===== src/hdl/skts_pkg.sv =====
package skts_pkg;

    // Fixed field widths of the request and response words.
    localparam int KEY_W = 64;
    localparam int IDX_W = 12;
    localparam int POS_W = 13;
    localparam int CNT_W = 13;
    localparam int SUB_W = 16;

    typedef enum logic [1:0] {
        OP_WRITE   = 2'd0,
        OP_FIND    = 2'd1,
        OP_FIND_FB = 2'd2,
        OP_RANGE   = 2'd3
    } op_t;

    typedef enum logic [2:0] {
        ST_IDLE,
        ST_START,
        ST_SEARCH,
        ST_END,
        ST_VERIFY,
        ST_RESULT
    } state_t;

    // Which search of a request is running.
    typedef enum logic [1:0] {
        PH_FIRST,
        PH_RETRY,
        PH_SECOND
    } phase_t;

    typedef struct packed {
        op_t              op;
        logic [IDX_W-1:0] index;
        logic [KEY_W-1:0] key_value;
        logic [KEY_W-1:0] high_key;
    } req_t;

    typedef struct packed {
        logic             found;
        logic [POS_W-1:0] position;
        logic [POS_W-1:0] range_end;
    } rsp_t;

endpackage


===== src/hdl/skts_ctrl.sv =====
module skts_ctrl
    import skts_pkg::*;
#(
    parameter int MAX_ENTRIES = 4096,
    parameter int AW          = 12,
    parameter int CW          = 13
) (
    input  logic             aclk,
    input  logic             aresetn,
    // Request word.
    input  logic             s_valid,
    output logic             s_ready,
    input  req_t             s_req,
    // Active entry count, already limited to the table depth.
    input  logic [CW-1:0]    count,
    // Table memory.
    output logic             mem_wr_en,
    output logic [AW-1:0]    mem_wr_addr,
    output logic [KEY_W-1:0] mem_wr_data,
    output logic             mem_rd_en,
    output logic [AW-1:0]    mem_rd_addr,
    input  logic [KEY_W-1:0] mem_rd_data,
    // Response word.
    output logic             rsp_valid,
    input  logic             rsp_ready,
    output rsp_t             rsp
);

    state_t           state_reg, state_next;
    phase_t           phase_reg, phase_next;
    req_t             req_reg, req_next;
    logic [CW-1:0]    lo_reg, lo_next;
    logic [CW-1:0]    hi_reg, hi_next;
    logic [CW-1:0]    mid_reg, mid_next;
    logic [KEY_W-1:0] bound_reg, bound_next;
    logic             incl_reg, incl_next;
    logic             found_reg, found_next;
    logic [CW-1:0]    pos_reg, pos_next;
    logic [CW-1:0]    end_reg, end_next;

    logic [CW-1:0]    mid_cur;
    logic [CW-1:0]    lo_new, hi_new, mid_new;
    logic             go_right;
    logic             retry_ok;
    logic             miss;
    logic             wr_in_range;

    // Control state.
    always_ff @(posedge aclk) begin
        if (!aresetn) begin
            state_reg <= ST_IDLE;
        end else begin
            state_reg <= state_next;
        end
    end

    // Search registers and the pending request.
    always_ff @(posedge aclk) begin
        phase_reg <= phase_next;
        req_reg   <= req_next;
        lo_reg    <= lo_next;
        hi_reg    <= hi_next;
        mid_reg   <= mid_next;
        bound_reg <= bound_next;
        incl_reg  <= incl_next;
        found_reg <= found_next;
        pos_reg   <= pos_next;
        end_reg   <= end_next;
    end

    // Midpoint of the current interval and the interval after this probe.
    assign mid_cur  = lo_reg + ((hi_reg - lo_reg) >> 1);
    assign go_right = incl_reg ? (mem_rd_data <= bound_reg) : (mem_rd_data < bound_reg);
    assign lo_new   = go_right ? (mid_reg + CW'(1)) : lo_reg;
    assign hi_new   = go_right ? hi_reg : mid_reg;
    assign mid_new  = lo_new + ((hi_new - lo_new) >> 1);

    // A fallback search runs once, only for a fallback find whose key has nonzero low SUB_W bits.
    assign retry_ok = (req_reg.op == OP_FIND_FB) && (phase_reg == PH_FIRST) &&
                      (req_reg.key_value[SUB_W-1:0] != '0);

    assign wr_in_range = (32'(s_req.index) < 32'(MAX_ENTRIES));

    assign mem_wr_addr = AW'(s_req.index);
    assign mem_wr_data = s_req.key_value;

    assign rsp.found     = found_reg;
    assign rsp.position  = POS_W'(pos_reg);
    assign rsp.range_end = POS_W'(end_reg);

    // Next state and memory access sequencing.
    always_comb begin
        state_next  = state_reg;
        phase_next  = phase_reg;
        req_next    = req_reg;
        lo_next     = lo_reg;
        hi_next     = hi_reg;
        mid_next    = mid_reg;
        bound_next  = bound_reg;
        incl_next   = incl_reg;
        found_next  = found_reg;
        pos_next    = pos_reg;
        end_next    = end_reg;
        s_ready     = 1'b0;
        rsp_valid   = 1'b0;
        mem_wr_en   = 1'b0;
        mem_rd_en   = 1'b0;
        mem_rd_addr = mid_cur[AW-1:0];
        miss        = 1'b0;

        case (state_reg)
            // No word is taken while reset is held.
            ST_IDLE: begin
                s_ready = aresetn;
                if (s_valid && aresetn) begin
                    req_next   = s_req;
                    lo_next    = '0;
                    hi_next    = count;
                    bound_next = s_req.key_value;
                    incl_next  = 1'b0;
                    phase_next = PH_FIRST;
                    found_next = 1'b0;
                    pos_next   = '0;
                    end_next   = '0;
                    if (s_req.op == OP_WRITE) begin
                        mem_wr_en  = wr_in_range;
                        state_next = ST_RESULT;
                    end else begin
                        state_next = ST_START;
                    end
                end
            end

            ST_START: begin
                if (lo_reg < hi_reg) begin
                    mem_rd_en   = 1'b1;
                    mem_rd_addr = mid_cur[AW-1:0];
                    mid_next    = mid_cur;
                    state_next  = ST_SEARCH;
                end else begin
                    state_next = ST_END;
                end
            end

            // One probe per cycle: compare the key read back, then fetch the next midpoint.
            ST_SEARCH: begin
                lo_next = lo_new;
                hi_next = hi_new;
                if (lo_new < hi_new) begin
                    mem_rd_en   = 1'b1;
                    mem_rd_addr = mid_new[AW-1:0];
                    mid_next    = mid_new;
                end else begin
                    state_next = ST_END;
                end
            end

            ST_END: begin
                if (req_reg.op == OP_RANGE) begin
                    if (phase_reg == PH_FIRST) begin
                        // The end search starts at the first index of the range.
                        pos_next   = lo_reg;
                        hi_next    = count;
                        bound_next = req_reg.high_key;
                        incl_next  = 1'b1;
                        phase_next = PH_SECOND;
                        state_next = ST_START;
                    end else begin
                        end_next   = lo_reg;
                        state_next = ST_RESULT;
                    end
                end else if (lo_reg < count) begin
                    mem_rd_en   = 1'b1;
                    mem_rd_addr = lo_reg[AW-1:0];
                    state_next  = ST_VERIFY;
                end else begin
                    miss = 1'b1;
                end
            end

            ST_VERIFY: begin
                if (mem_rd_data == bound_reg) begin
                    found_next = 1'b1;
                    pos_next   = lo_reg;
                    state_next = ST_RESULT;
                end else begin
                    miss = 1'b1;
                end
            end

            ST_RESULT: begin
                rsp_valid = 1'b1;
                if (rsp_ready) begin
                    state_next = ST_IDLE;
                end
            end

            default: begin
                state_next = ST_IDLE;
            end
        endcase

        // A find that missed either retries with the low part cleared or reports a miss.
        if (miss) begin
            if (retry_ok) begin
                bound_next = {req_reg.key_value[KEY_W-1:SUB_W], {SUB_W{1'b0}}};
                lo_next    = '0;
                hi_next    = count;
                phase_next = PH_RETRY;
                state_next = ST_START;
            end else begin
                found_next = 1'b0;
                pos_next   = '0;
                state_next = ST_RESULT;
            end
        end
    end

endmodule


===== config.mk =====
export PLATFORM = sky130hd
export DESIGN_NAME = skts_ctrl
export DESIGN_NICKNAME = d
export VERILOG_FILES = /design/src/hdl/skts_pkg.sv /design/src/hdl/skts_ctrl.sv
export SDC_FILE = /design/constraint.sdc
export NUM_CORES = 1
export LEC_CHECK = 0
export BUFFER_PORTS_ARGS = -buffer_cell sky130_fd_sc_hd__buf_2
export CORE_AREA = 2 2 227 229
export DETAILED_ROUTE_END_ITERATION = 8
export DIE_AREA = 0 0 229 231
export GPL_ROUTABILITY_DRIVEN = 0
export PLACE_DENSITY = 0.57
export SLEW_MARGIN = 5
export SYNTH_ARGS = -nofsm -noshare
export SYNTH_HDL_FRONTEND = slang
export SYNTH_SLANG_ARGS = --single-unit
export TNS_END_PERCENT = 1

===== constraint.sdc =====
create_clock -name aclk -period 40.2 [get_ports aclk]
set_input_delay 12.06 -clock aclk [delete_from_list [all_inputs] [get_ports aclk]]
set_output_delay 12.06 -clock aclk [all_outputs]
set_load 0.05 [all_outputs]

==> results.sh, run 1 <==
export IMPL_fillers=5150
export IMPL_clkSinkCount=266
export IMPL_cts_hold_buf=0
export IMPL_async_flop_share_pct=0
export IMPL_seqCellArea_um2=6900
export IMPL_crit_arrival_ns=18.80
export IMPL_ys_seq_elements=266
export IMPL_synth_cell_type_count=68
export IMPL_grtUsageMet1_pct=21.2
export IMPL_yosysSeqAreaShare_pct=45.9
export IMPL_mostFrequentLayoutCells="317 x buf_2, 157 x edfxtp_1, 139 x nand2_1"
export IMPL_insertion_delay_ns=0.59
export IMPL_port_buffers=317
export IMPL_cts_tree="done"
export IMPL_min_path_type="reg2reg"
export IMPL_path_clk_slew_ns=0.06
export IMPL_drv_cap=0
export IMPL_critPathMaxStageDelay_ns=0.68
export IMPL_diodes=0
export IMPL_drtAntennaViolNets=0
export IMPL_grt_remaining_overflow=0
export IMPL_gr_usage_met3_pct=3.82
export IMPL_synthCells=1518
export IMPL_drt_total_wl_um=45600
export IMPL_cts_buffers=31
export IMPL_cts_htree_levels=1
export IMPL_period_needed_ns=30.86
export IMPL_viasPerCell=4.95
export IMPL_dieArea_um2=52900
export IMPL_instances_no_fill=2447
export IMPL_grt_pass1_vias=11800
export IMPL_status="completed"
export IMPL_antenna_found_initial=6
export IMPL_tns_ns=0
export IMPL_cts_resized=0
export IMPL_rsz0062_at_grt="no"
export IMPL_synth_edf_count=157
export IMPL_clock_skew_ns=0.0179
export IMPL_wl_per_cell_um=18.6
export IMPL_dpl_hpwl_um=34300
export IMPL_die_y_um=231
export IMPL_post_cts_buffers=0
export IMPL_crit_path_max_fanout=29
export IMPL_synth_avg_cell_area_um2=9.89
export IMPL_io_pins=342
export IMPL_tightest_slew_ns=1.04
export IMPL_grt_pass1_wl_um=68700
export IMPL_initial_core_util_pct=29.6
export IMPL_cpMaxStageDelayCell="nor4_1"
export IMPL_hold_viol=0
export IMPL_grt_busiest_layer="met2"
export IMPL_utilization_pct=35.4
export IMPL_drc_errors=0
export IMPL_max_freq_mhz=32.4
export IMPL_coreArea_um2=50700
export IMPL_rows=83
export IMPL_area_growth_pct=19.4
export IMPL_synthFlopType="edfxtp_1"
export IMPL_slew_violations=0
export IMPL_grtUsageTotal_pct=16.7
export IMPL_setup_viol=0
export IMPL_first_pass_iters=5
export IMPL_crit_type="in2out"
export IMPL_drive_above_1_share_pct=23.0
export IMPL_fin_nets=2096
export IMPL_synth_fp_nets=1872
export IMPL_largest_register_ffs=130
export IMPL_reg2reg_setup_slack_ns=32.96
export IMPL_ys_warn_count=0
export IMPL_multi_input_area_um2=6800
export IMPL_vias=12100
export IMPL_min_period_over_period_pct=76.8
export IMPL_cp_start_kind="input port"
export IMPL_mostFrequentLayoutCell="buf_2"
export IMPL_crit_required_ns=28.14
export IMPL_slew_headroom_pct=30.5
export IMPL_worstSetupEndpointType="primary output"
export IMPL_synth_area_um2=15000
export IMPL_root_buffer="clkbuf_16"
export IMPL_dp_cells=2389
export IMPL_met2_usage_pct=28.7
export IMPL_grt_max_degree=98
export IMPL_cts_max_path_buffers=3
export IMPL_die_w_um=229
export IMPL_drtIter0Drc=793
[path summary, 6_finish.rpt]
check | start | endpoint | cells past startpoint
setup / recovery | mem_rd_data[15] | mem_rd_addr[10] | 28
hold / removal | bound_reg[4] | bound_reg[4] | 2
setup reg to reg | bound_reg[13] | mid_reg[12] | 27
hold reg to reg | bound_reg[4] | bound_reg[4] | 2
[routing by layer]
layer,wire [um],share of wire [%],up-vias
met4,1000,2.2,10
met1,19400,43,5756
li1,-,-,5856
met3,3250,7.1,66
met5,67,0.15,-
met2,21900,48,422
[logic make-up after synthesis]
family / share of synthesized area (%)
simple gates: 11.9
mux: 2.58
xor+xnor: 2.86
flops: 45.9
fa+ha+maj: 11.1
buf+inv: 8.98
compound gates: 16.6
[through the flow]
step                      setup slack [ns]  area, um2  hold WS [ns]
after global placement                9.48      16700         0.445
after global routing                  8.76      17900         0.473
final                                 9.34      17900         0.455
after floorplan                      10.58      15000         0.436
after detailed placement              9.38      16700         0.448
after CTS                             9.36      17900         0.457
[area by class of cell]
type | count | area share [%]
Clock buffer | 38 | 4.70
Timing Repair Buffer | 328 | 9.32
Clock inverter | 20 | 1.90
Sequential cell | 266 | 38.5
Tap cell | 680 | 4.75
Multi-Input combinational cell | 978 | 37.9
Inverter | 137 | 2.90
[synthesized netlist by cell type, types with 8 or more instances]
master,instances,area (um2)
nand4_1,11,68.8
nand2b_1,8,50.1
nor3_1,14,70.1
and3_1,8,50.1
inv_1,137,514
xnor2_1,33,289
a21o_1,17,128
nand3_1,37,185
buf_4,77,578
clkbuf_1,48,180
mux2i_1,35,350
o21a_1,11,82.6
xor2_1,16,140
nand2_1,139,522
and2_1,11,68.8
a22o_1,12,105
o221ai_1,10,87.6
a22oi_1,77,578
a21oi_1,71,355
a31oi_1,50,313
nor2b_1,12,75.1
o21ai_0,52,260
edfxtp_1,157,4710
o211ai_1,17,128
ha_1,127,1590
dfxtp_1,109,2180
nor2_1,123,462
[critical path, delay by kind of cell]
family | cells | cell delay [ns]
AOI/OAI and AO/OA | 12 | 2.92
xor gates and xnor gates | 1 | 0.14
adders and majority gates | 4 | 1.29
buffers and inverters | 3 | 0.37
muxes | 3 | 0.87
and+or+nand+nor | 5 | 1.11
Power of run 1 is not shown: default switching activity piles up to over one toggle a cycle in this logic, so the estimate is an artifact.
==> run 2: changes to the inputs <==
Clock period 40.2 ns to 30 ns, I/O delays scaled along.
==> run 2 against run 1 <==
  * Flip-flop and latch count unchanged
  * Clock-buffer cell count is 1 lower
  * Clock skew shrank 0.0067 ns
  * Critical path type unchanged
  * Largest cell class unchanged
==> results.sh, run 2 (same netlist as run 1, synthesis figures left out) <==
export IMPL_initial_core_util_pct=29.6
export IMPL_drive_above_1_share_pct=22.8
export IMPL_wl_per_cell_um=18.6
export IMPL_final_area_um2=17900
export IMPL_insertion_delay_ns=0.58
export IMPL_grt_max_degree=98
export IMPL_drv_cap=0
export IMPL_die_w_um=229
export IMPL_die_y_um=231
export IMPL_rows=83
export IMPL_hold_viol=0
export IMPL_hold_ws_ns=0.454
export IMPL_max_freq_mhz=40.5
export IMPL_place_area_um2=16700
export IMPL_setup_viol=0
export IMPL_crit_path_max_fanout=29
export IMPL_cts_buffers=31
export IMPL_drt_total_wl_um=45600
export IMPL_io_pins=342
export IMPL_dpl_hpwl_um=34400
export IMPL_port_buffers=317
export IMPL_post_cts_buffers=0
export IMPL_area_growth_pct=19.0
export IMPL_grt_pass1_wl_um=68200
export IMPL_crit_required_ns=21.00
export IMPL_slew_violations=0
export IMPL_tightest_slew_ns=1.03
export IMPL_min_path_type="reg2reg"
export IMPL_min_period_over_period_pct=82.3
export IMPL_grtUsageTotal_pct=16.6
export IMPL_cts_tree="done"
export IMPL_period_needed_ns=24.68
export IMPL_utilization_pct=35.2
export IMPL_vias=12100
export IMPL_cp_start_kind="input port"
export IMPL_mostFrequentLayoutCell="buf_2"
export IMPL_root_buffer="clkbuf_16"
export IMPL_drc_errors=0
export IMPL_crit_type="in2out"
export IMPL_grt_pass1_vias=11800
export IMPL_clkSinkCount=266
export IMPL_antenna_found_initial=4
export IMPL_path_clk_slew_ns=0.06
export IMPL_cts_resized=0
export IMPL_coreArea_um2=50700
export IMPL_cts_hold_buf=0
export IMPL_mostFrequentLayoutCells="317 x buf_2, 157 x edfxtp_1, 139 x nand2_1"
export IMPL_clock_skew_ns=0.0112
export IMPL_dieArea_um2=52900
export IMPL_cts_htree_levels=1
export IMPL_largest_register_ffs=130
export IMPL_cpMaxStageDelayCell="nor4_1"
export IMPL_tns_ns=0
export IMPL_drtIter0Drc=693
export IMPL_worstSetupEndpointType="primary output"
export IMPL_fillers=5192
export IMPL_cts_max_path_buffers=3
export IMPL_status="completed"
export IMPL_critPathMaxStageDelay_ns=0.59
export IMPL_viasPerCell=4.94
export IMPL_crit_arrival_ns=15.68
export IMPL_first_pass_iters=6
export IMPL_grt_remaining_overflow=0
export IMPL_fin_nets=2096
export IMPL_rsz0062_at_grt="no"
export IMPL_drtAntennaViolNets=0
export IMPL_slew_headroom_pct=31.2
==> run 2: cell count changes in the layout (fill, tap and decap cells not counted) <==
cell,change
bufinv_16,-2
clkbuf_1,+1
clkbuf_8,-2
clkinv_1,+2
clkinv_2,-1
clkinv_4,+1
clkinvlp_4,+1
diode_2,+2
==> run 2: worst paths after layout <==
path,startpoint,to,slack [ns],depth (start not counted)
worst min register to register,bound_reg[2],bound_reg[2],0.45,2
worst max register to register,bound_reg[47],mid_reg[12],22.78,27
worst min-delay path,bound_reg[2],bound_reg[2],0.45,2
worst max-delay path,mem_rd_data[15],mem_rd_addr[10],5.32,28
==> run 2: metrics by stage <==
stage,instances,setup slack [ns]
floorplan,1518,6.50
global placement,2389,5.41
detailed placement,2389,5.28
CTS,2447,5.23
global route,2448,4.64
finish,2449,5.32
==> run 2: routing by layer <==
layer	vias up	global-route usage, %	routed length [um]	share of wire [%]
met5	-	0	27	0.059
met3	88	3.38	3170	7.0
met2	422	27.5	21100	46
met4	4	6.29	1630	3.6
met1	5732	21.4	19600	43
li1	5859	-	-	-
==> run 2: final cells by class <==
cell class | count | area [um2] | area share (%)
Sequential cell | 266 | 6900 | 38.6
Antenna cell | 2 | 5.00 | 0.0280
Inverter | 137 | 519 | 2.91
Tap cell | 680 | 851 | 4.76
Clock inverter | 21 | 299 | 1.67
Timing Repair Buffer | 328 | 1670 | 9.35
Clock buffer | 37 | 818 | 4.58
Multi-Input combinational cell | 978 | 6800 | 38.1
==> run 2: worst max-delay path, delay by kind of cell <==
kind | cells | cell delay, ns
multiplexers | 3 | 0.92
adder cells (fa/ha/maj) | 4 | 1.28
buffers and inverters | 3 | 0.36
AND/OR/NAND/NOR | 5 | 1.02
AO/OA/AOI/OAI | 12 | 2.91
XOR/XNOR | 1 | 0.15
Power of run 2 is left out for the same reason.
